--- src/rtl/vdcw_pkg.sv ---
// Shared types and constants for the descriptor chain walker.
package vdcw_pkg;

  localparam int ADDR_W = 64;
  localparam int LEN_W  = 32;
  localparam int IDX_W  = 16;
  localparam int FLAG_W = 2;
  localparam int QSZ_W  = 6;
  localparam int ST_W   = 3;

  // flag bits of a descriptor
  localparam int FLAG_NEXT_BIT  = 0;
  localparam int FLAG_WRITE_BIT = 1;

  localparam logic [QSZ_W-1:0] QSZ_RESET = 6'd32;

  localparam logic CMD_WRITE = 1'b0;
  localparam logic CMD_WALK  = 1'b1;

  localparam logic KIND_SEG  = 1'b0;
  localparam logic KIND_STAT = 1'b1;

  localparam logic [ST_W-1:0] ST_OK        = 3'd0;
  localparam logic [ST_W-1:0] ST_BAD_INDEX = 3'd1;
  localparam logic [ST_W-1:0] ST_WRONG_DIR = 3'd2;
  localparam logic [ST_W-1:0] ST_SHORT     = 3'd3;
  localparam logic [ST_W-1:0] ST_TOO_LONG  = 3'd4;

  typedef struct packed {
    logic [ADDR_W-1:0] addr;
    logic [LEN_W-1:0]  len;
    logic [FLAG_W-1:0] flags;
    logic [IDX_W-1:0]  next;
  } desc_entry_t;

  // controller to datapath
  typedef struct packed {
    logic            wr_entry;
    logic            start;
    logic            rd_en;
    logic            eval_en;
    logic            seg_load;
    logic            stat_load;
    logic [ST_W-1:0] stat_code;
    logic            follow;
  } ctl_cmd_t;

  // datapath to controller
  typedef struct packed {
    logic idx_oob;
    logic dir_bad;
    logic hit;
    logic rem_zero;
    logic chain_next;
    logic visited_full;
    logic out_free;
  } dp_stat_t;

endpackage

--- src/rtl/vdcw_datapath.sv ---
// Datapath: descriptor table, walk registers, segment trimming and result register.
module vdcw_datapath import vdcw_pkg::*; #(
  parameter int QUEUE_DEPTH = 32
) (
  input  logic              clk,
  input  logic              rst_n,
  input  logic              cfg_wr_en,
  input  logic [QSZ_W-1:0]  cfg_wr_data,
  input  logic [IDX_W-1:0]  in_desc_index,
  input  logic [ADDR_W-1:0] in_entry_addr,
  input  logic [LEN_W-1:0]  in_entry_len,
  input  logic [FLAG_W-1:0] in_entry_flags,
  input  logic [IDX_W-1:0]  in_entry_next,
  input  logic [LEN_W-1:0]  in_walk_offset,
  input  logic [LEN_W-1:0]  in_walk_length,
  input  logic              in_want_writable,
  input  ctl_cmd_t          cmd,
  output dp_stat_t          stat,
  input  logic              out_ready,
  output logic              out_valid,
  output logic              out_result_kind,
  output logic [ADDR_W-1:0] out_seg_addr,
  output logic [LEN_W-1:0]  out_seg_len,
  output logic [ST_W-1:0]   out_status,
  output logic              out_last
);

  localparam int AW = (QUEUE_DEPTH > 1) ? $clog2(QUEUE_DEPTH) : 1;
  localparam logic [IDX_W-1:0] DEPTH_IDX = IDX_W'(QUEUE_DEPTH);
  localparam logic [QSZ_W-1:0] DEPTH_QSZ = QSZ_W'(QUEUE_DEPTH);

  desc_entry_t mem [QUEUE_DEPTH];
  desc_entry_t rd_q;

  logic [QSZ_W-1:0]  qsz_r;
  logic [QSZ_W-1:0]  qsize;
  logic [IDX_W-1:0]  idx_r;
  logic [LEN_W-1:0]  skip_r;
  logic [LEN_W-1:0]  rem_r;
  logic              want_wr_r;
  logic              past_r;
  logic [QSZ_W-1:0]  visited_r;
  logic              hit_r;
  logic [LEN_W-1:0]  lraw_r;
  logic [ADDR_W-1:0] sega_r;
  logic              chain_next_r;
  logic [IDX_W-1:0]  next_r;
  logic              out_valid_r;

  logic              hit_now;
  logic              clip;
  logic [LEN_W-1:0]  seg_len;
  logic [LEN_W-1:0]  rem_nxt;

  // effective queue size
  assign qsize = (qsz_r < DEPTH_QSZ) ? qsz_r : DEPTH_QSZ;

  always_ff @(posedge clk) begin
    if (!rst_n) begin
      qsz_r <= QSZ_RESET;
    end else if (cfg_wr_en) begin
      qsz_r <= cfg_wr_data;
    end
  end

  // descriptor table, one write and one registered read port
  always_ff @(posedge clk) begin
    if (cmd.wr_entry && (in_desc_index < DEPTH_IDX)) begin
      mem[in_desc_index[AW-1:0]] <= '{addr: in_entry_addr, len: in_entry_len,
                                      flags: in_entry_flags, next: in_entry_next};
    end
    if (cmd.rd_en) begin
      rd_q <= mem[idx_r[AW-1:0]];
    end
  end

  // a descriptor holds wanted bytes once the chain has passed the offset
  assign hit_now = past_r || (rd_q.len > skip_r);

  // trim to what is still wanted
  assign clip    = lraw_r > rem_r;
  assign seg_len = clip ? rem_r : lraw_r;
  assign rem_nxt = clip ? '0 : rem_r - lraw_r;

  always_ff @(posedge clk) begin
    if (cmd.start) begin
      idx_r     <= in_desc_index;
      skip_r    <= in_walk_offset;
      rem_r     <= in_walk_length;
      want_wr_r <= in_want_writable;
    end else begin
      if (cmd.eval_en) begin
        hit_r        <= hit_now;
        lraw_r       <= rd_q.len - skip_r;
        sega_r       <= rd_q.addr + {{(ADDR_W-LEN_W){1'b0}}, skip_r};
        chain_next_r <= rd_q.flags[FLAG_NEXT_BIT];
        next_r       <= rd_q.next;
        skip_r       <= hit_now ? '0 : skip_r - rd_q.len;
      end
      if (cmd.seg_load) begin
        rem_r <= rem_nxt;
      end
      if (cmd.follow) begin
        idx_r <= next_r;
      end
    end
  end

  always_ff @(posedge clk) begin
    if (!rst_n) begin
      past_r    <= 1'b0;
      visited_r <= '0;
    end else if (cmd.start) begin
      past_r    <= 1'b0;
      visited_r <= '0;
    end else if (cmd.eval_en) begin
      past_r    <= past_r | hit_now;
      visited_r <= visited_r + 1'b1;
    end
  end

  // result register
  always_ff @(posedge clk) begin
    if (!rst_n) begin
      out_valid_r <= 1'b0;
    end else if (cmd.seg_load || cmd.stat_load) begin
      out_valid_r <= 1'b1;
    end else if (out_ready) begin
      out_valid_r <= 1'b0;
    end
  end

  always_ff @(posedge clk) begin
    if (cmd.seg_load) begin
      out_result_kind <= KIND_SEG;
      out_seg_addr    <= sega_r;
      out_seg_len     <= seg_len;
      out_status      <= ST_OK;
      out_last        <= 1'b0;
    end else if (cmd.stat_load) begin
      out_result_kind <= KIND_STAT;
      out_seg_addr    <= '0;
      out_seg_len     <= '0;
      out_status      <= cmd.stat_code;
      out_last        <= 1'b1;
    end
  end

  assign out_valid = out_valid_r;

  assign stat.idx_oob      = idx_r >= {{(IDX_W-QSZ_W){1'b0}}, qsize};
  assign stat.dir_bad      = rd_q.flags[FLAG_WRITE_BIT] != want_wr_r;
  assign stat.hit          = hit_r;
  assign stat.rem_zero     = rem_nxt == '0;
  assign stat.chain_next   = chain_next_r;
  assign stat.visited_full = visited_r >= qsize;
  assign stat.out_free     = !out_valid_r || out_ready;

endmodule

--- src/rtl/vdcw_ctrl.sv ---
// Controller: sequences entry writes and chain walks over the datapath.
module vdcw_ctrl import vdcw_pkg::*; (
  input  logic     clk,
  input  logic     rst_n,
  input  logic     in_valid,
  input  logic     in_command,
  output logic     in_ready,
  input  dp_stat_t stat,
  output ctl_cmd_t cmd
);

  localparam logic [2:0] S_IDLE  = 3'd0;
  localparam logic [2:0] S_CHECK = 3'd1;
  localparam logic [2:0] S_EVAL  = 3'd2;
  localparam logic [2:0] S_EMIT  = 3'd3;
  localparam logic [2:0] S_STAT  = 3'd4;

  logic [2:0]      state_r, state_nxt;
  logic [ST_W-1:0] code_r, code_nxt;

  assign in_ready = state_r == S_IDLE;

  always_comb begin
    state_nxt     = state_r;
    code_nxt      = code_r;
    cmd           = '0;
    cmd.stat_code = code_r;
    unique case (state_r)
      S_IDLE: begin
        if (in_valid) begin
          if (in_command == CMD_WALK) begin
            cmd.start = 1'b1;
            state_nxt = S_CHECK;
          end else begin
            cmd.wr_entry = 1'b1;
          end
        end
      end
      S_CHECK: begin
        if (stat.idx_oob) begin
          code_nxt  = ST_BAD_INDEX;
          state_nxt = S_STAT;
        end else begin
          cmd.rd_en = 1'b1;
          state_nxt = S_EVAL;
        end
      end
      S_EVAL: begin
        if (stat.dir_bad) begin
          code_nxt  = ST_WRONG_DIR;
          state_nxt = S_STAT;
        end else begin
          cmd.eval_en = 1'b1;
          state_nxt   = S_EMIT;
        end
      end
      S_EMIT: begin
        if (!stat.hit || stat.out_free) begin
          cmd.seg_load = stat.hit;
          if (stat.hit && stat.rem_zero) begin
            code_nxt  = ST_OK;
            state_nxt = S_STAT;
          end else if (!stat.chain_next) begin
            code_nxt  = ST_SHORT;
            state_nxt = S_STAT;
          end else if (stat.visited_full) begin
            code_nxt  = ST_TOO_LONG;
            state_nxt = S_STAT;
          end else begin
            cmd.follow = 1'b1;
            state_nxt  = S_CHECK;
          end
        end
      end
      S_STAT: begin
        if (stat.out_free) begin
          cmd.stat_load = 1'b1;
          state_nxt     = S_IDLE;
        end
      end
      default: state_nxt = S_IDLE;
    endcase
  end

  always_ff @(posedge clk) begin
    if (!rst_n) begin
      state_r <= S_IDLE;
      code_r  <= ST_OK;
    end else begin
      state_r <= state_nxt;
      code_r  <= code_nxt;
    end
  end

endmodule

--- src/rtl/virtq_desc_chain_walker_core.sv ---
// Top level of the split-ring descriptor chain walker.
// Usage:
//   Input channel (in_valid/in_ready) carries one command per beat. A write
//   beat (command 0) loads one descriptor into the table in the accepting
//   cycle; indices at or beyond QUEUE_DEPTH are dropped. A walk beat
//   (command 1) follows the chain from in_desc_index, skipping in_walk_offset
//   bytes and delivering at most in_walk_length bytes.
//   Output channel (out_valid/out_ready) gives zero or more segment beats and
//   then exactly one status beat with out_last set.
//   cfg_wr_en/cfg_wr_data set the queue size in use; write it only when idle.
// Timing:
//   A write leaves the controller idle, so a beat can follow in the next cycle.
//   A walk visits one descriptor at a time in steps: index check and table
//   read, then length and direction evaluation, then trim and emit; the emit
//   step waits for a free result register when it has a segment to give.
//   A new command is taken only once the previous walk has queued its status.
// Reset and stall:
//   rst_n (synchronous) clears the controller and the result valid flag and sets
//   the queue size to 32; table contents stay undefined until written.
//   A stalled receiver holds the result register and the walk waits for it.
module virtq_desc_chain_walker_core import vdcw_pkg::*; #(
  parameter int QUEUE_DEPTH = 32
) (
  input  logic              clk,
  input  logic              rst_n,
  input  logic              cfg_wr_en,
  input  logic [QSZ_W-1:0]  cfg_wr_data,
  input  logic              in_valid,
  output logic              in_ready,
  input  logic              in_command,
  input  logic [IDX_W-1:0]  in_desc_index,
  input  logic [ADDR_W-1:0] in_entry_addr,
  input  logic [LEN_W-1:0]  in_entry_len,
  input  logic [FLAG_W-1:0] in_entry_flags,
  input  logic [IDX_W-1:0]  in_entry_next,
  input  logic [LEN_W-1:0]  in_walk_offset,
  input  logic [LEN_W-1:0]  in_walk_length,
  input  logic              in_want_writable,
  output logic              out_valid,
  input  logic              out_ready,
  output logic              out_result_kind,
  output logic [ADDR_W-1:0] out_seg_addr,
  output logic [LEN_W-1:0]  out_seg_len,
  output logic [ST_W-1:0]   out_status,
  output logic              out_last
);

  ctl_cmd_t cmd;
  dp_stat_t stat;

  // sequencing: one descriptor at a time, waits on the result register
  vdcw_ctrl u_ctrl (
    .clk        (clk),
    .rst_n      (rst_n),
    .in_valid   (in_valid),
    .in_command (in_command),
    .in_ready   (in_ready),
    .stat       (stat),
    .cmd        (cmd)
  );

  // table, walk arithmetic and the output register
  vdcw_datapath #(
    .QUEUE_DEPTH (QUEUE_DEPTH)
  ) u_datapath (
    .clk              (clk),
    .rst_n            (rst_n),
    .cfg_wr_en        (cfg_wr_en),
    .cfg_wr_data      (cfg_wr_data),
    .in_desc_index    (in_desc_index),
    .in_entry_addr    (in_entry_addr),
    .in_entry_len     (in_entry_len),
    .in_entry_flags   (in_entry_flags),
    .in_entry_next    (in_entry_next),
    .in_walk_offset   (in_walk_offset),
    .in_walk_length   (in_walk_length),
    .in_want_writable (in_want_writable),
    .cmd              (cmd),
    .stat             (stat),
    .out_ready        (out_ready),
    .out_valid        (out_valid),
    .out_result_kind  (out_result_kind),
    .out_seg_addr     (out_seg_addr),
    .out_seg_len      (out_seg_len),
    .out_status       (out_status),
    .out_last         (out_last)
  );

endmodule

--- config.mk ---
export PLATFORM = sky130hd
export DESIGN_NAME = virtq_desc_chain_walker_core
export DESIGN_NICKNAME = d
export VERILOG_FILES = /design/src/rtl/vdcw_pkg.sv /design/src/rtl/vdcw_datapath.sv /design/src/rtl/vdcw_ctrl.sv /design/src/rtl/virtq_desc_chain_walker_core.sv
export SDC_FILE = /design/constraint.sdc
export NUM_CORES = 2
export LEC_CHECK = 0
export BUFFER_PORTS_ARGS = -buffer_cell sky130_fd_sc_hd__buf_2
export CORE_MARGIN = 3
export CORE_UTILIZATION = 62
export DETAILED_ROUTE_END_ITERATION = 6
export PLACE_DENSITY = 0.83
export SETUP_SLACK_MARGIN = 0.1
export SYNTH_ARGS = -nofsm -noshare
export SYNTH_HDL_FRONTEND = slang
export SYNTH_SLANG_ARGS = --single-unit
export TNS_END_PERCENT = 100
--- constraint.sdc ---
create_clock -name clk -period 12.4 [get_ports clk]
set_clock_uncertainty 0.2 [all_clocks]
set_input_delay 1.24 -clock clk [delete_from_list [all_inputs] [get_ports clk]]
set_output_delay 1.24 -clock clk [all_outputs]
set_load 0.01 [all_outputs]
==> Word level (Yosys, flattened, before mapping) <==
Memories as Yosys holds them, arrays and structs flattened. A register that Yosys moved wholly into a read port is not among the register bits.
Cells that the tools add are included.
Widths: inputs -> output; s select.
{ "word_totals": {"reg_bits": 315, "ram_bits": 3648, "in_bits": 207, "out_inout_bits": 103, "wordCells": 118, "mem_count": 1} }
{ "classes": {"add_sub_neg": 5, "order_cmp": 6, "n_eq_ne": 12, "mux": 52, "bitwise": 3, "n_reduce_logical": 20} }
{ "mem_list": {"columns": ["name", "depth", "word_bits", "rd", "rd_clocked_by_memory_dff", "wr", "line", "source"], "rows": [
  ["u_datapath.mem", 32, 114, 1, 1, 1, "vdcw_datapath.sv:32", "desc_entry_t mem [QUEUE_DEPTH];"]
]} }
{ "op_table": {"columns": ["operator", "count"], "rows": [
  ["$mux 32", 9],
  ["$mux 64", 2],
  ["$sub 32x32->32", 3],
  ["$add 64x32->64", 1],
  ["$gt 32x32->1", 2],
  ["$mux 3", 15],
  ["$logic_not 32->1", 1],
  ["$mux 16", 2],
  ["$mux 1", 19],
  ["$ge 16x6->1", 1],
  ["$lt 16x6->1 const B", 1],
  ["$pmux 3 s5", 1],
  ["$reduce_bool 2->1", 5],
  ["$pmux 3 s3", 1],
  ["$add 6x1->6 const B", 1],
  ["$eq 3x2->1 const B", 2],
  ["$ge 6x6->1", 1],
  ["$lt 6x6->1 const B", 1],
  ["$mux 6", 1],
  ["$ne 2x1->1 const B", 3],
  ["$ne 2x2->1 const B", 3],
  ["$reduce_and 5->1", 1],
  ["$logic_or 1x1->1", 4],
  ["$mux 2", 2],
  ["13 further kinds", 16]
]} }

==> Longest topological paths before layout <==
{ "logic_depth": {"depth_word": 10, "ltp_mapped": 17, "depth_no_buf": 14} }

==> Modules after synthesis <==
Synthesis repeated with hierarchy kept, for this count alone.
{ "unflattened": {"cells_unflattened": 7329, "hier_area_um2": 161399.8} }
{ "by_module_without_submodules": {"columns": ["mod", "instances", "cells_each", "area_each_um2", "seq_area_each_um2"], "rows": [
  ["vdcw_datapath", 1, 7275, 160998.2, 122067.1],
  ["vdcw_ctrl", 1, 54, 401.6, 120.1]
]} }

==> Worst setup path after synthesis <==
No wires, ideal clock.
{ "synth_timing": {"kind": "reg2reg", "startpoint": "register u_ctrl.state_r[2]", "endpoint": "register u_datapath.visited_r[5]", "setup_time_ps": 71, "t_arrival_ps": 10559, "required_time_ps": 12129, "path_slack_ps": 1570, "stages_incl_launch_ff": 6, "n_path_buf": 0, "synth_period_minus_slack_ps": 10830, "cell_sequence": "dfxtp_1 > nand2b_1 > nor3_1 > nand4_1 > or3_1 > a21oi_1"} }
{ "synth_via": {"elab_chain_len": 3, "word_cells_on_any_way": 5, "cone_classes": "eq/ne: 1; mux: 2; reduce/logical: 2"} }
{ "synth_lines": {"columns": ["element", "line", "source"], "rows": [
  ["start: declaration", "vdcw_ctrl.sv:18", "logic [2:0] state_r, state_nxt;"],
  ["start signal: assignment", "vdcw_ctrl.sv:90", "state_r <= state_nxt;"],
  ["$logic_not 3->1", "vdcw_ctrl.sv:28", "unique case (state_r)"],
  ["$mux 2", "vdcw_ctrl.sv:28", null],
  ["$reduce_or 2->1 (no source line)", null, null],
  ["end signal: assignment", "vdcw_datapath.sv:118", "visited_r <= visited_r + 1'b1;"],
  ["end: declaration", "vdcw_datapath.sv:42", "logic [QSZ_W-1:0] visited_r;"]
]} }
Parallel ways exist; a longest one is shown, timed or not.
A chain may end at the register's enable or synchronous reset.

==> Worst setup path in the final report <==
{ "layout_timing": {"startpoint": "register u_datapath.skip_r[6]", "endpoint": "register u_datapath.sega_r[57], data pin"} }
{ "layout_via": {"elab_chain_len": 1} }
{ "layout_lines": {"columns": ["element", "line", "source"], "rows": [
  ["start: declaration", "vdcw_datapath.sv:38", "logic [LEN_W-1:0] skip_r;"],
  ["start signal: assignment", "vdcw_datapath.sv:88", "skip_r <= in_walk_offset;"],
  ["start signal: assignment", "vdcw_datapath.sv:98", "skip_r <= hit_now ? '0 : skip_r - rd_q.len;"],
  ["$add 64x32->64", "vdcw_datapath.sv:95", "sega_r <= rd_q.addr + {{(ADDR_W-LEN_W){1'b0}}, skip_r};"],
  ["end signal: assignment", "vdcw_datapath.sv:95", null],
  ["end: declaration", "vdcw_datapath.sv:45", "logic [ADDR_W-1:0] sega_r;"]
]} }
Every way passes these cells.

==> results.ini <==
[status]
status = finished clean

[pwr]
power_density_nw_per_um2 = 160
leakage_nw = 57.6
ir_worst_vdd_uv = 142

[placement]
io_buffers = 309
place_hpwl_um = 246000
place_congestion = 0.915
dpl-instance-area_um2 = 167000

[floorplan]
fp.dieH_um = 516
core.rowCount = 186
fp.coreArea_um2 = 258000
die_area_um2 = 266000
die_x_um = 516
start_util_pct = 62.6
io_pins = 310

[critical_path]
path_cells = ha_1 -> nand2_1 -> o21ai_0 -> nand3_1 -> a211oi_1 -> o221a_2 -> a311o_1 -> a31oi_1 -> buf_4 -> nand4b_1 -> nor3_1 -> xor2_1
crit_path_max_incr_delay_ns = 0.81
critPathMaxFanout = 9
cp_slowest_cell = o21ai_0
crit_type = flop to flop
cp_num_buf_inv = 1
critPathCaptureType = flop
worstPathArrival_ns = 6.43
crit_family = compound AO/OA/AOI/OAI gates
required_ns = 13.01
critPathLaunchType = flop

[detailed_routing]
routed_wl_um = 505000
drt_iter0_drc = 17483
via_per_inst = 7.71
route.detailed.drc = 0
vias = 89354
avgRoutedWirePerCell_um = 43.6
ant_nets = 0
drt_first_pass_iters = 7

[global_route]
antenna_found_initial = 69
grt_pass1_wl_um = 705000
gr-total-overflow = 0
grt_max_degree = 171
grt_pass1_vias = 88789
grtUsageTotal_pct = 38.4

[finish]
nFillCells = 13611
multi_input_area_um2 = 37300
final_area_um2 = 180000
syn2layout_area_growth_pct = 11.6
fin_nets = 8210
final_core_util_pct = 69.8
ff_latch_area_um2 = 122000
post_route_cells_drive_above_1_share_pct = 28.4

[logic_synthesis]
synth_edf_count = 4053
yosysWarningCount = 0
syn_inst = 7371
ys_ff_latch = 4077
syn_area_um2 = 161000
ys.flop_type = edfxtp_1
syn_nets = 7723
synth_area_per_cell_um2 = 21.9
synth_cell_types = 85
async_flop_share_pct = 0
seq_area_frac_synth_pct = 75.8

[sta]
finalCritPeriodShare_pct = 46.9
worst_slew_pin_slew_ns = 1.31
fin_setup_tns_ns = 0
rsz0062_at_grt = no
setup_viol = 0
maxSlewHeadroom_pct = 12.8
max_freq_mhz = 172
min_period_ns = 5.82
final-max-slew-violation-count = 0
hold_violations = 0

[flow_run]
maxCapViolations = 0

[clock_tree]
cts_buffers = 401
clkLatencyLatePin_ns = 1.02
cts_setup_buffers = 0
htree_levels = 5
cts_hold_buf = 0
path_clk_slew_ns = 0.08
cts-root-buf = clkbuf_16
ctsResizeCount = 0
cts_tree = yes
cts_sinks = 4077
clock_path_buffers = 4

[worst_hold_path]
min_path_type = input port to flop

[Yosys cell counts (24+ instances only)]
library cell	count	area (µm²)
buf_1	73	274
o31ai_1	46	345
inv_1	156	586
mux2_2	117	1320
nor2b_1	28	175
nand2_1	252	946
mux4_2	1140	25700
ha_1	141	1760
edfxtp_1	4053	122000
nand2b_1	27	169
nor2_1	156	586
and2_1	79	494
a21o_1	76	571
and3_1	24	150
clkbuf_1	273	1020
xnor2_1	81	709
nor3_1	39	195
dfxtp_1	24	480
o21ai_0	59	295
a21oi_1	148	741
nand3_1	39	195
xor2_1	54	473
nand4_1	29	181
[layout make-up]
| cell class | count | share of cell area, % |
|---|---|---|
| clock inverter | 222 | 1.14 |
| antenna | 47 | 0.0654 |
| inverter | 157 | 0.333 |
| sequential | 4077 | 67.9 |
| multi-input combinational | 2782 | 20.8 |
| tap | 3384 | 2.35 |
| clock buffer | 484 | 5.81 |
| timing repair buffer | 439 | 1.59 |
[report_power, final]
part	switching [mW]	internal (mW)	total [mW]	leakage, nW
Combinational	0.786	0.488	1.27	14.9
Sequential	0.0245	15.2	15.2	36.5
Clock	5.48	6.74	12.2	6.10
Total	6.29	22.4	28.7	57.6
[cell families (layout without fill, tap and decap cells)]
| kind of cell | Yosys count | count (layout) | share of synthesized area (%) |
|---|---|---|---|
| flops | 4077 | 4077 | 75.8 |
| fa+ha+maj | 145 | 145 | 1.14 |
| mux | 1272 | 1272 | 16.8 |
| buf+inv | 512 | 1302 | 1.20 |
| other cells | 0 | 47 | 0 |
| xor+xnor | 135 | 135 | 0.734 |
| simple gates | 729 | 729 | 2.19 |
| compound gates | 501 | 501 | 2.08 |
[state kept, by name (all words and copies together) (netlist names)]
name,count
u_datapath.lraw_r,32
u_datapath.rd_q,114
u_datapath.want_wr_r,1
u_datapath.visited_r,6
u_datapath.sega_r,64
u_datapath.qsz_r,6
u_datapath.hit_r,1
u_datapath.mem,3648
u_datapath.next_r,16
u_datapath.rem_r,32
u_datapath.out_valid,1
u_ctrl.code_r,3
u_ctrl.state_r,3
u_datapath.out_status,3
u_datapath.idx_r,16
u_datapath.chain_next_r,1
u_datapath.out_seg_addr,64
u_datapath.past_r,1
u_datapath.skip_r,32
u_datapath.out_seg_len,32
u_datapath.out_result_kind,1
[per-layer routing]
metal / global-route usage (%) / vias up / wire length, µm
met4: 21.9 / 38 / 33800
li1: - / 31817 / -
met3: 10.6 / 1915 / 72800
met5: 0 / - / 299
met2: 59.3 / 9954 / 240000
met1: 49.9 / 45630 / 158000
[stage by stage]
stage                     cells  setup slack (ns)  hold slack, ns  total power [mW]
after floorplan            7371              1.57           0.200              16.2
after global placement    10838              6.04           0.206              16.6
after detailed placement  10838              5.94           0.207              16.7
after CTS                 11544              6.59           0.177              28.7
after global routing      11571              6.55           0.188              29.2
final                     11592              6.58           0.207              28.7
[worst paths after layout]
path                   startpoint               endpoint  slack (ns)  cells after the start
max          u_datapath.skip_r[6]  u_datapath.sega_r[57]        6.58                     12
min              in_want_writable   u_datapath.want_wr_r        0.21                      1
max reg2reg  u_datapath.skip_r[6]  u_datapath.sega_r[57]        6.58                     12
min reg2reg   u_datapath.rd_q[14]  u_datapath.next_r[14]        0.22                      0
[layout by cell type, fill, tap and decap left out, drive strengths merged, types with 36 or more instances in the layout]
master / n
and2: 79
xnor2: 81
clkbuf: 484
edfxtp: 4053
diode: 47
o31ai: 47
a21o: 76
mux2: 117
clkinv: 158
nor3: 40
nor2: 157
mux4: 1140
buf: 439
xor2: 54
inv: 168
a21oi: 148
ha: 141
bufinv: 36
nand2: 252
o21ai: 68
nand3: 40
Power figures use the tool's default switching activity.
